$ cat src/rtl/led_matrix_bitplane_refresh_defines.svh
// Assertion helpers for the refresh engine, clocked on clk, quiet during rst.
`ifndef LED_MATRIX_BITPLANE_REFRESH_DEFINES_SVH
`define LED_MATRIX_BITPLANE_REFRESH_DEFINES_SVH

// Same-cycle implication.
`define LMBR_ASSERT_NOW(label, ante, cons, msg) \
  label: assert property (@(posedge clk) disable iff (rst) (ante) |-> (cons)) \
    else $error(msg);

// Next-cycle implication.
`define LMBR_ASSERT_NEXT(label, ante, cons, msg) \
  label: assert property (@(posedge clk) disable iff (rst) (ante) |=> (cons)) \
    else $error(msg);

`endif

$ cat src/rtl/lmbr_pkg.sv
package lmbr_pkg;

  localparam int PLANES_DEF  = 4;
  localparam int COLUMNS_DEF = 64;
  localparam int SCAN_ROWS   = 16;
  localparam int ROW_W       = 4;
  localparam int X_W         = 6;
  localparam int Y_W         = 5;
  localparam int LEVEL_W     = 4;
  localparam int DATA_W      = 6;
  localparam int TRIPLE_W    = 3;
  localparam int PERIOD_W    = 13;
  localparam int HOLD_W      = 16;
  localparam int PLANE_OUT_W = 2;

  localparam logic [PERIOD_W-1:0] BASE_PERIOD_RST = 13'd1110;
  localparam logic [HOLD_W-1:0]   HOLD_MAX        = 16'hFFFF;

  // Input command codes.
  localparam logic CMD_WRITE_PIXEL = 1'b0;
  localparam logic CMD_REFRESH     = 1'b1;

  typedef enum logic [1:0] {
    ST_CLEAR,
    ST_IDLE,
    ST_STREAM,
    ST_FLUSH
  } ctrl_state_t;

  typedef struct packed {
    logic clear_en;
    logic pixel_we;
    logic advance;
    logic read_en;
  } lmbr_cmd_t;

  typedef struct packed {
    logic clear_last;
    logic col_last;
  } lmbr_stat_t;

endpackage

$ cat src/rtl/lmbr_ctrl.sv
module lmbr_ctrl (
  input  logic               clk,
  input  logic               rst,
  input  logic               start,
  input  logic               command,
  input  lmbr_pkg::lmbr_stat_t stat,
  output lmbr_pkg::lmbr_cmd_t  cmd,
  output logic               busy
);
  import lmbr_pkg::*;

  ctrl_state_t state, state_next;

  always_ff @(posedge clk) begin
    if (rst) begin
      state <= ST_CLEAR;
    end else begin
      state <= state_next;
    end
  end

  always_comb begin
    state_next = state;
    cmd        = '0;
    busy       = 1'b1;
    unique case (state)
      ST_CLEAR: begin
        cmd.clear_en = 1'b1;
        if (stat.clear_last) begin
          state_next = ST_IDLE;
        end
      end
      ST_IDLE: begin
        busy = 1'b0;
        if (start) begin
          if (command == CMD_REFRESH) begin
            cmd.advance = 1'b1;
            state_next  = ST_STREAM;
          end else begin
            cmd.pixel_we = 1'b1;
          end
        end
      end
      ST_STREAM: begin
        cmd.read_en = 1'b1;
        if (stat.col_last) begin
          state_next = ST_FLUSH;
        end
      end
      ST_FLUSH: begin
        // last column is on the result ports this cycle
        state_next = ST_IDLE;
      end
      default: begin
        state_next = ST_CLEAR;
      end
    endcase
  end

endmodule

$ cat config.mk
export PLATFORM = sky130hd
export DESIGN_NAME = lmbr_ctrl
export DESIGN_NICKNAME = d
export VERILOG_FILES = /design/src/rtl/led_matrix_bitplane_refresh_defines.svh /design/src/rtl/lmbr_pkg.sv /design/src/rtl/lmbr_ctrl.sv
export SDC_FILE = /design/constraint.sdc
export NUM_CORES = 1
export LEC_CHECK = 0
export BUFFER_PORTS_ARGS = -buffer_cell sky130_fd_sc_hd__buf_2
export CORE_AREA = 2 2 39 41
export CTS_CLUSTER_SIZE = 40
export DETAILED_ROUTE_END_ITERATION = 6
export DIE_AREA = 0 0 41 43
export PLACE_DENSITY_LB_ADDON = 0.3
export SLEW_MARGIN = 40
export SYNTH_ARGS = -nofsm -noshare
export SYNTH_HDL_FRONTEND = slang
export SYNTH_SLANG_ARGS = --single-unit
$ cat constraint.sdc
create_clock -name clk -period 1.9 [get_ports clk]
set_input_delay 0.38 -clock clk [delete_from_list [all_inputs] [get_ports clk]]
set_output_delay 0.38 -clock clk [all_outputs]
set_load 0.01 [all_outputs]
After elaboration in Yosys (flattened, before gate mapping)
Index checks and enable logic that the tools add are counted.
- equal/unequal tests: 7
- mux-type cells: 12
- reductions and logical operators: 2
- operators with widths (cell ; number):
    2-bit two-way mux ; 6
    2-bit inequality test, second input constant ; 4
    2-bit case mux with 4 select lines ; 1
    1-bit two-way mux ; 5
    2-bit equality test, second input constant ; 2
    4-bit AND reduction ; 1
    2-bit by 1-bit equality test with 1-bit output, second input constant ; 1
    2-bit logical NOT ; 1
- register bits after elaboration: 2
- bits of input ports: 6
- output and inout port bits: 5
- word-level logic and storage cells: 22

Logic depth before layout (Yosys ltp)
Gate-level depths: netlist of the first run.
- depth in word-level cells: 3
- depth in mapped cells: 4
- depth with buffers taken out: 4

Worst setup path before layout of the first run
No wires, ideal clock.
- path kind: register to register
- start point: register state[0]
- end point: register state[0]
- library setup time: 123 ps
- data arrival time: 1440 ps
- data required time: 1777 ps
- setup slack: 337 ps
- cell stages (with the launch flop): 5
- buffers on the path: 0
- clock period less this slack: 1563 ps
- cell sequence: dfxtp_1 -> inv_1 -> ha_1 -> a222oi_1 -> mux2_1
- longest elaborated chain between the ends: 3
- elaborated cells on any way between the ends: 10
- classes of those cells: eq/ne: 7; mux: 1; reduce/logical: 2
- ends and longest elaborated chain (item ; line ; RTL):
    from (decl) ; lmbr_ctrl.sv:12 ; ctrl_state_t state, state_next;
    from (signal assigned) ; lmbr_ctrl.sv:18 ; state <= state_next;
    2-bit equality test (tied with other cells) ; lmbr_ctrl.sv:26 ; unique case (state)
    2-bit inequality test (no line) ; -- ;
    4-bit AND reduction (no line) ; -- ;
Several ways; a longest one is shown, not always the timed one.
A chain may end at the register's enable or synchronous reset.

Worst setup path in the final report of the first run
Same ends and word-level chain as after synthesis.

==> metrics.csv, run 1 <==
stage,metric,value,unit
status,outcome,completed,
drt,wl_met3,45,um
synthesis,synth_top_family_by_area,adder cells,
placement,dpl.hpwl,299,um
finish,final_common_cell,buf_2,
power,p_sw,148,uW
sta,setup_viol,0,
power,swShare,39.4,%
drt,topRoutingLayerUsed,met3,
clock_tree,numCtsBuffers,3,
finish,drive_above_1_share,37.1,%
placement,placed_area,248,sq um
global_route,grt_overflow_total,0,
critical_path,arrival,1750,ps
critical_path,worstSetupPathType,register to register,
clock_tree,cts_tree,yes,
clock_tree,clock_latency,220,ps
floorplan,rows,14,
floorplan,dieArea,0.00176,sq mm
sta,final_max_slew_viol_count,0,
finish,top_register,state,
floorplan,core,0.00138,sq mm
sta,max_slew.worst_pin.slew,502,ps
global_route,grt_max_degree,5,
synthesis,synth-compound-area-share,5.63,%
drt,ant_nets,0,
drt,via_per_inst,3.22,
placement,pre_cts_ws,257,ps
critical_path,required,2000,ps
finish,syn2layout_area_growth,52.1,%
global_route,antenna_found_initial,0,
synthesis,ys_types,10,
clock_tree,cts_buffer_depth,2,
finish,final_area,270,sq um
drt,drc,0,
clock_tree,htree_levels,1,
sta,skew,0.563,ps
clock_tree,clkTransAtPathRegs,30,ps
placement,portBuffers,10,
sta,hold_viol,0,
clock_tree,clock_sinks,2,
power,pwr-share-seq,20.6,%
power,pwr-share-comb,54.8,%
sta,whs,471,ps
sta,setup_tns,0,ps
power,max-vdd-ir-drop,0.371,mV
power,p_int,227,uW
min_path,holdCritPathClass,input port to register,
power,power_leakage,0.000151,uW
finish,layout.nets,47,
drt,wl,373,um
finish,largest_reg_flops,2,
floorplan,start_util,12.8,%
synthesis,synthAdderAreaFrac,28.2,%
global_route,grt_usage,4.81,%
clock_tree,cts_post_setup_buffers_inserted,0,
power,p_total,375,uW
placement,gp_congestion,0.668,
synthesis,synth-xor-area-share,0,%
critical_path,critPathLaunchType,register,
synthesis,syn_avg_cell_area,8.08,sq um
synthesis,synth_area_leader_cell,ha_1,
floorplan,chipHeight,43,um
drt,wire_per_inst,7.31,um
critical_path,cp_max_fo,3,
global_route,grt_pass1_vias,136,
synthesis,syn_inst,22,
sta,fin_crit_sh,86.7,%
sta,clock.fmax,607,MHz
synthesis,synth_seq_area_share,22.5,%
drt,drtIter0Drc,2,
drt,routed-wl-met2,123,um
finish,diodes,0,
synthesis,synth.net_count,32,
clock_tree,cts_resized,0,
drt,vias,164,
drt,wl_met1,205,um
sta,maxSlewHeadroom,66.5,%
finish,largestRegisters,state x2,
finish,fill_cells,159,
synthesis,synth-seq-cells,2,
synthesis,synth_area_leaders,"ha_1 (28%), dfxtp_1 (23%), inv_1 (11%), nand2b_1 (7.0%), mux2_1 (6.3%)",
floorplan,dieWidth,41,um
critical_path,end_kind,register,
finish,final_cell_mix,"buf_2 (10), inv_1 (5), ha_1 (4), nor2_1 (3), clkbuf_4 (3)",
synthesis,yosysWarnings,0,
synthesis,synth.area.mux_share,12.0,%
floorplan,ioPinCount,11,
global_route,grt_first_pass_wirelength,496,um
clock_tree,cts-root-buf,clkbuf_4,
sta,setup_ws,253,ps
power,powerDensity,1390,mW/mm^2
clock_tree,cts.hold.buffers_added,0,
sta,fin_crit,1650,ps
drt,firstDrtPassIters,4,
synthesis,synth_top_area_share,28.2,%
synthesis,synth_area,178,sq um
synthesis,synth-simple-area-share,21.1,%
power,clkPwrFrac,24.7,%
run,max_cap_viol_count,0,
sta,rsz0062_at_grt,no,
## per-layer routing
| layer | track usage (%) | up-vias |
|---|---|---|
| met5 | 0 | - |
| li1 | - | 95 |
| met4 | 6.00 | 0 |
| met2 | 5.31 | 11 |
| met3 | 3.14 | 0 |
| met1 | 5.11 | 58 |
## path summary, 6_finish.rpt
kind | startpoint | endpoint | slack, ps | cells past startpoint
setup / recovery | state[0]$_SDFFE_PP0P_ | state[0]$_SDFFE_PP0P_ | 250 | 4
hold / removal | rst | state[1]$_SDFFE_PP0P_ | 470 | 3
setup reg to reg | state[0]$_SDFFE_PP0P_ | state[0]$_SDFFE_PP0P_ | 250 | 4
hold reg to reg | state[1]$_SDFFE_PP0P_ | state[1]$_SDFFE_PP0P_ | 500 | 2
## power groups by stage
stage                     Combinational (uW)  Clock [uW]  Sequential [uW]
after floorplan                          144           0             75.1
after global placement                   202           0             77.3
after detailed placement                 207           0             78.2
after CTS                                208        99.4             77.5
after global routing                     237         102             79.4
final                                    205        92.5             77.1
## cell families (layout without fill, tap and decap cells)
group                    after synthesis  after routing
adder cells (fa/ha/maj)                4              4
flip-flops                             2              2
buffers and inverters                  5             18
multiplexers                           2              2
AO/OA/AOI/OAI                          1              1
AND/OR/NAND/NOR                        8              8
## through the flow
step                instances  utilization [%]
floorplan                  22                -
global placement           48             17.9
detailed placement         48             17.9
CTS                        51             19.5
global route               51             19.5
finish                     51             19.5
## layout make-up
class | count | area (sq um) | share of cell area, %
clock buffer | 3 | 22.5 | 8.33
inverter | 5 | 18.8 | 6.94
multi-input combinational | 15 | 119 | 44.0
sequential | 2 | 40.0 | 14.8
tap | 16 | 20.0 | 7.41
timing repair buffer | 10 | 50.0 | 18.5
## synth_stat cells (all sizes together)
library cell,n
inv,5
ha,4
nor2,3
dfxtp,2
nand2,2
nand2b,2
a222oi,1
and3,1
mux2,1
mux2i,1
## worst max-delay path, cell delays in order, from the launching register on
cell and delay [ps]:
dfxtp_1 340, inv_1 80, ha_1 210, a222oi_1 510, mux2_1 380
Note: power is estimated with default switching activity, not from simulation.
==> run 2, diff against run 1 <==
==> constraint.sdc (replaced) <==
create_clock -name clk -period 2.05 [get_ports clk]
set_input_delay 0.41 -clock clk [delete_from_list [all_inputs] [get_ports clk]]
set_output_delay 0.41 -clock clk [all_outputs]
set_load 0.01 [all_outputs]
==> run 2 against run 1 <==
Compared with the run above:
- hold slack better by 23 ps
- die area unchanged
- via count up 6.7%
- core utilization unchanged
- combinational power down 9.8%
- count of clock-buffer cells in the layout unchanged
- critical endpoint unchanged
- largest cell class unchanged
==> metrics.csv, run 2 (same netlist as run 1, synthesis figures left out) <==
stage,metric,value,unit
sta,fin_crit_sh,80.3,%
global_route,grt_max_degree,5,
drt,wl,377,um
clock_tree,cts.hold.buffers_added,0,
finish,top_register,state,
placement,dpl.cell_count,48,
finish,final_cell_mix,"buf_2 (10), inv_1 (5), ha_1 (4), nor2_1 (3), clkbuf_4 (3)",
sta,setup_tns,0,ps
clock_tree,cts_buffer_depth,2,
sta,rsz0062_at_grt,no,
clock_tree,htree_levels,1,
drt,via_per_inst,3.43,
floorplan,ioPinCount,11,
critical_path,worstRegToRegCells,4,
drt,firstDrtPassIters,4,
min_path,holdCritPathClass,register to register,
finish,largest_reg_flops,2,
min_path,worstHoldPathCells,2,
sta,final_max_slew_viol_count,0,
finish,instances_no_fill,51,
clock_tree,clkTransAtPathRegs,30,ps
finish,final_core_util,19.5,%
critical_path,r2r_start,state[0]$_SDFFE_PP0P_,
drt,vias,175,
clock_tree,cts_post_setup_buffers_inserted,0,
clock_tree,clock_latency,220,ps
critical_path,r2r_setup_slack,400,ps
status,outcome,completed,
global_route,grt_first_pass_wirelength,565,um
critical_path,cp_max_fo,3,
clock_tree,clock_sinks,2,
sta,hold_viol,0,
global_route,grt_pass1_vias,164,
placement,placed_area,248,sq um
placement,pre_cts_ws,393,ps
min_path,worst_hold_startpoint,state[1]$_SDFFE_PP0P_,
finish,final_common_cell,buf_2,
critical_path,arrival,1750,ps
critical_path,worstSetupPathType,register to register,
floorplan,dieArea,0.00176,sq mm
finish,final_area,270,sq um
critical_path,end_kind,register,
finish,diodes,0,
global_route,grt_usage,5.51,%
sta,skew,1.93,ps
clock_tree,cts_resized,0,
placement,gp_congestion,0.605,
floorplan,rows,14,
sta,maxSlewHeadroom,66.0,%
floorplan,chipHeight,43,um
drt,ant_nets,0,
finish,syn2layout_area_growth,52.1,%
drt,wire_per_inst,7.39,um
global_route,grt_overflow_total,0,
drt,drc,0,
global_route,antenna_found_initial,0,
finish,layout.nets,47,
min_path,min_to,state[1]$_SDFFE_PP0P_,
clock_tree,cts_tree,yes,
floorplan,start_util,12.8,%
power,powerDensity,1270,mW/mm^2
run,max_cap_viol_count,0,
floorplan,dieWidth,41,um
sta,setup_ws,404,ps
clock_tree,numCtsBuffers,3,
drt,drtIter0Drc,2,
sta,fin_crit,1650,ps
finish,drive_above_1_share,37.1,%
sta,max_slew.worst_pin.slew,510,ps
finish,largestRegisters,state x2,
critical_path,required,2150,ps
power,max-vdd-ir-drop,0.290,mV
critical_path,critPathLaunchType,register,
power,power_leakage,0.000151,uW
sta,clock.fmax,608,MHz
sta,setup_viol,0,
clock_tree,cts-root-buf,clkbuf_4,
placement,portBuffers,10,
floorplan,core,0.00138,sq mm
critical_path,rr_endpoint,state[0]$_SDFFE_PP0P_,
placement,dpl.hpwl,303,um
run 2: layout make-up:
cell class / count / area [sq um]
sequential: 2 / 40.0
fill: 152 / 1110
timing repair buffer: 10 / 50.0
multi-input combinational: 15 / 119
clock buffer: 3 / 22.5
tap: 16 / 20.0
inverter: 5 / 18.8
run 2: critical path, stage by stage (launching register included):
cell and delay [ps]:
dfxtp_1 350, inv_1 80, ha_1 210, a222oi_1 520
mux2_1 370
run 2: worst max-delay path by stage:
stage                                      from                     to  slack, ps
after floorplan           state[0]$_SDFFE_PP0P_  state[0]$_SDFFE_PP0P_        490
after global placement    state[0]$_SDFFE_PP0P_  state[0]$_SDFFE_PP0P_        420
after detailed placement  state[0]$_SDFFE_PP0P_  state[0]$_SDFFE_PP0P_        390
after CTS                 state[0]$_SDFFE_PP0P_  state[0]$_SDFFE_PP0P_        390
after global routing      state[0]$_SDFFE_PP0P_  state[0]$_SDFFE_PP0P_        280
final                     state[0]$_SDFFE_PP0P_  state[0]$_SDFFE_PP0P_        400
run 2: metrics by stage:
| step | power, uW | hold slack [ps] |
|---|---|---|
| 2_1_floorplan | 203 | 465 |
| 3_3_place_gp | 260 | 486 |
| 3_5_place_dp | 262 | 499 |
| 4_1_cts | 356 | 503 |
| 5_1_grt | 394 | 520 |
| 6_report | 344 | 494 |
run 2: report_power, final:
group	switching, uW	internal [uW]
sequential	13.5	58.0
clock	22.5	64.6
combinational	99.1	86.2
total	135	209
run 2: layer usage:
metal	GRT usage, %	up-vias	routed length [um]
met5	0	-	0
met3	3.14	0	51
met4	8.00	0	0
li1	-	96	-
met1	4.46	68	179
met2	7.19	11	146
==> run 3, diff against run 2 <==
--- a/config.mk
+++ b/config.mk
@@ -5,6 +5,7 @@
 export SDC_FILE = /design/constraint.sdc
 export NUM_CORES = 1
 export LEC_CHECK = 0
+export ABC_AREA = 1
 export BUFFER_PORTS_ARGS = -buffer_cell sky130_fd_sc_hd__buf_2
 export CORE_AREA = 2 2 39 41
 export CTS_CLUSTER_SIZE = 40
==> constraint.sdc (replaced) <==
create_clock -name clk -period 1.6 [get_ports clk]
set_input_delay 0.32 -clock clk [delete_from_list [all_inputs] [get_ports clk]]
set_output_delay 0.32 -clock clk [all_outputs]
set_load 0.01 [all_outputs]
==> run 3 against run 2 <==
Compared with the run above:
- synthesized cell count rose by 41%
- non-clock buffer count did not move
- largest power group unchanged
- core utilization increased by 3.8 points
- combinational power up 93%
- first-iteration DRC count is 50% lower
- clock power up 27%
- setup slack got worse by 290 ps
- clock skew is 1.8 ps lower
- critical path depth is 1 higher
- register-to-register slack better by 30 ps
==> metrics.csv, run 3 <==
stage,metric,value,unit
drt,wl_met3,44,um
min_path,worstHoldPathCells,4,
power,p_total,555,uW
floorplan,start_util,16.6,%
status,outcome,completed,
finish,final_core_util,23.3,%
global_route,grt_max_degree,5,
placement,portBuffers,10,
finish,final_common_cell,buf_2,
clock_tree,clock_latency,220,ps
global_route,antenna_found_initial,0,
drt,firstDrtPassIters,2,
clock_tree,numCtsBuffers,3,
clock_tree,htree_levels,1,
power,max-vdd-ir-drop,0.377,mV
critical_path,worstSetupPathType,register to primary output,
synthesis,synth_area_leader_cell,ha_1,
synthesis,async_reset_ff_share,0,%
critical_path,worstRegToRegCells,7,
sta,rsz0062_at_grt,no,
synthesis,synth_area,230,sq um
floorplan,ioPinCount,11,
drt,via_per_inst,3.32,
synthesis,ys.flop_type,dfxtp_1,
floorplan,dieArea,0.00176,sq mm
synthesis,syn_avg_cell_area,7.43,sq um
finish,largest_reg_flops,2,
sta,clock.fmax,673,MHz
drt,topRoutingLayerUsed,met3,
finish,layout.nets,56,
drt,drtIter0Drc,1,
floorplan,chipHeight,43,um
floorplan,rows,14,
synthesis,synth.net_count,41,
synthesis,synth-seq-cells,2,
sta,max_slew.worst_pin.slew,117,ps
sta,final_max_slew_viol_count,0,
drt,vias,199,
placement,gp_congestion,0.604,
drt,wire_per_inst,6.70,um
floorplan,core,0.00138,sq mm
synthesis,yosysWarnings,0,
critical_path,critPathLaunchType,register,
sta,skew,0.108,ps
critical_path,crit_start,state[1]$_SDFFE_PP0P_,
global_route,grt_pass1_vias,170,
synthesis,ys_types,10,
finish,final_cell_mix,"buf_2 (10), inv_1 (6), nand2_1 (6), nor2_1 (4), ha_1 (4)",
min_path,holdCritPathClass,input port to register,
finish,diodes,0,
clock_tree,cts.hold.buffers_added,0,
clock_tree,cts_resized,0,
finish,top_register,state,
clock_tree,cts_buffer_depth,2,
critical_path,r2r_setup_slack,430,ps
clock_tree,cts_tree,yes,
power,power_leakage,0.000199,uW
clock_tree,clock_sinks,2,
critical_path,r2r_start,state[0]$_SDFFE_PP0P_,
sta,setup_viol,0,
global_route,grt_usage,5.01,%
finish,syn2layout_area_growth,40.2,%
sta,whs,341,ps
clock_tree,cts_post_setup_buffers_inserted,0,
clock_tree,clkTransAtPathRegs,30,ps
finish,multi_input_area,129,sq um
clock_tree,cts-root-buf,clkbuf_4,
sta,hold_viol,0,
critical_path,end_kind,primary output,
critical_path,cp-endpoint,cmd[1],
global_route,grt_first_pass_wirelength,552,um
finish,largestRegisters,state x2,
sta,maxSlewHeadroom,92.2,%
drt,drc,0,
synthesis,synth_common_cells,"inv_1 (6), nand2_1 (6), ha_1 (4), nor2_1 (4), nand2_2 (3)",
drt,wl,402,um
critical_path,cp_max_fo,4,
drt,routed-wl-met2,181,um
finish,drive_above_1_share,45.5,%
power,powerDensity,1720,mW/mm^2
sta,fin_crit_sh,92.9,%
critical_path,arrival,1170,ps
global_route,grt_overflow_total,0,
drt,ant_nets,0,
run,max_cap_viol_count,0,
synthesis,synth_top_area_share,21.7,%
finish,regArea,40.0,sq um
sta,fin_crit,1490,ps
drt,wl_met1,177,um
synthesis,syn_inst,31,
floorplan,dieWidth,41,um
synthesis,synth_seq_area_share,17.4,%
critical_path,rr_endpoint,state[1]$_SDFFE_PP0P_,
synthesis,synth_edf_count,0,
synthesis,synth_area_leaders,"ha_1 (22%), dfxtp_1 (17%), bufinv_8 (15%), inv_1 (9.8%), nand2_1 (9.8%)",
finish,fill_cells,159,
critical_path,required,1280,ps
placement,dpl.hpwl,336,um
sta,setup_tns,0,ps
-- run 3: changes by cell type in the layout (fill, tap and decap cells not counted), moves of 2 or more --
| cell | delta |
|---|---|
| bufinv_8 | +2 |
| nand2_2 | +3 |
| nand2_1 | +4 |
| nand4_1 | +2 |
| nand2b_1 | -2 |
-- run 3: through the flow --
stage	setup WS, ps	cells	area (sq um)
2_1_floorplan	360	31	230
3_3_place_gp	349	57	300
3_5_place_dp	336	57	300
4_1_cts	89.5	60	323
5_1_grt	41.5	60	323
6_report	114	60	323
-- run 3: worst max-delay path, stage by stage (launching register included) --
cell,delay [ps]
dfxtp_1,310
bufinv_8,180
ha_1,200
inv_1,80
nor2_1,40
buf_2,130
-- run 3: worst min-delay path by stage --
| stage | start | slack [ps] | endpoint |
|---|---|---|---|
| 6_report | rst | 340 | state[0]$_SDFFE_PP0P_ |
| 5_1_grt | rst | 360 | state[0]$_SDFFE_PP0P_ |
| 4_1_cts | rst | 330 | state[0]$_SDFFE_PP0P_ |
| 3_5_place_dp | rst | 570 | state[0]$_SDFFE_PP0P_ |
| 3_3_place_gp | rst | 570 | state[0]$_SDFFE_PP0P_ |
| 2_1_floorplan | rst | 460 | state[1]$_SDFFE_PP0P_ |
-- run 3: final cells by class --
type	count	area share, %
multi-input combinational	20	39.9
inverter	9	19.0
timing repair buffer	10	15.5
sequential	2	12.4
clock buffer	3	6.98
tap	16	6.20
-- run 3: metal layers --
layer	up-vias	GRT usage [%]
li1	116	-
met1	74	4.79
met2	9	7.19
met3	0	1.57
met4	0	6.00
met5	-	0
-- run 3: cells by family (layout without fill, tap and decap cells) --
logic type / after synthesis / count (layout) / synth area share, %
buffers and inverters: 9 / 22 / 26.6
flip-flops: 2 / 2 / 17.4
adder cells (fa/ha/maj): 4 / 4 / 21.7
AND/OR/NAND/NOR: 16 / 16 / 34.2
-- run 3: power breakdown --
group	internal, uW	total, uW	switching [uW]	leakage [uW]
logic	187	357	169	0.000169
clock network	82.7	111	28.4	0.0000138
registers	72.9	86.7	13.8	0.0000167
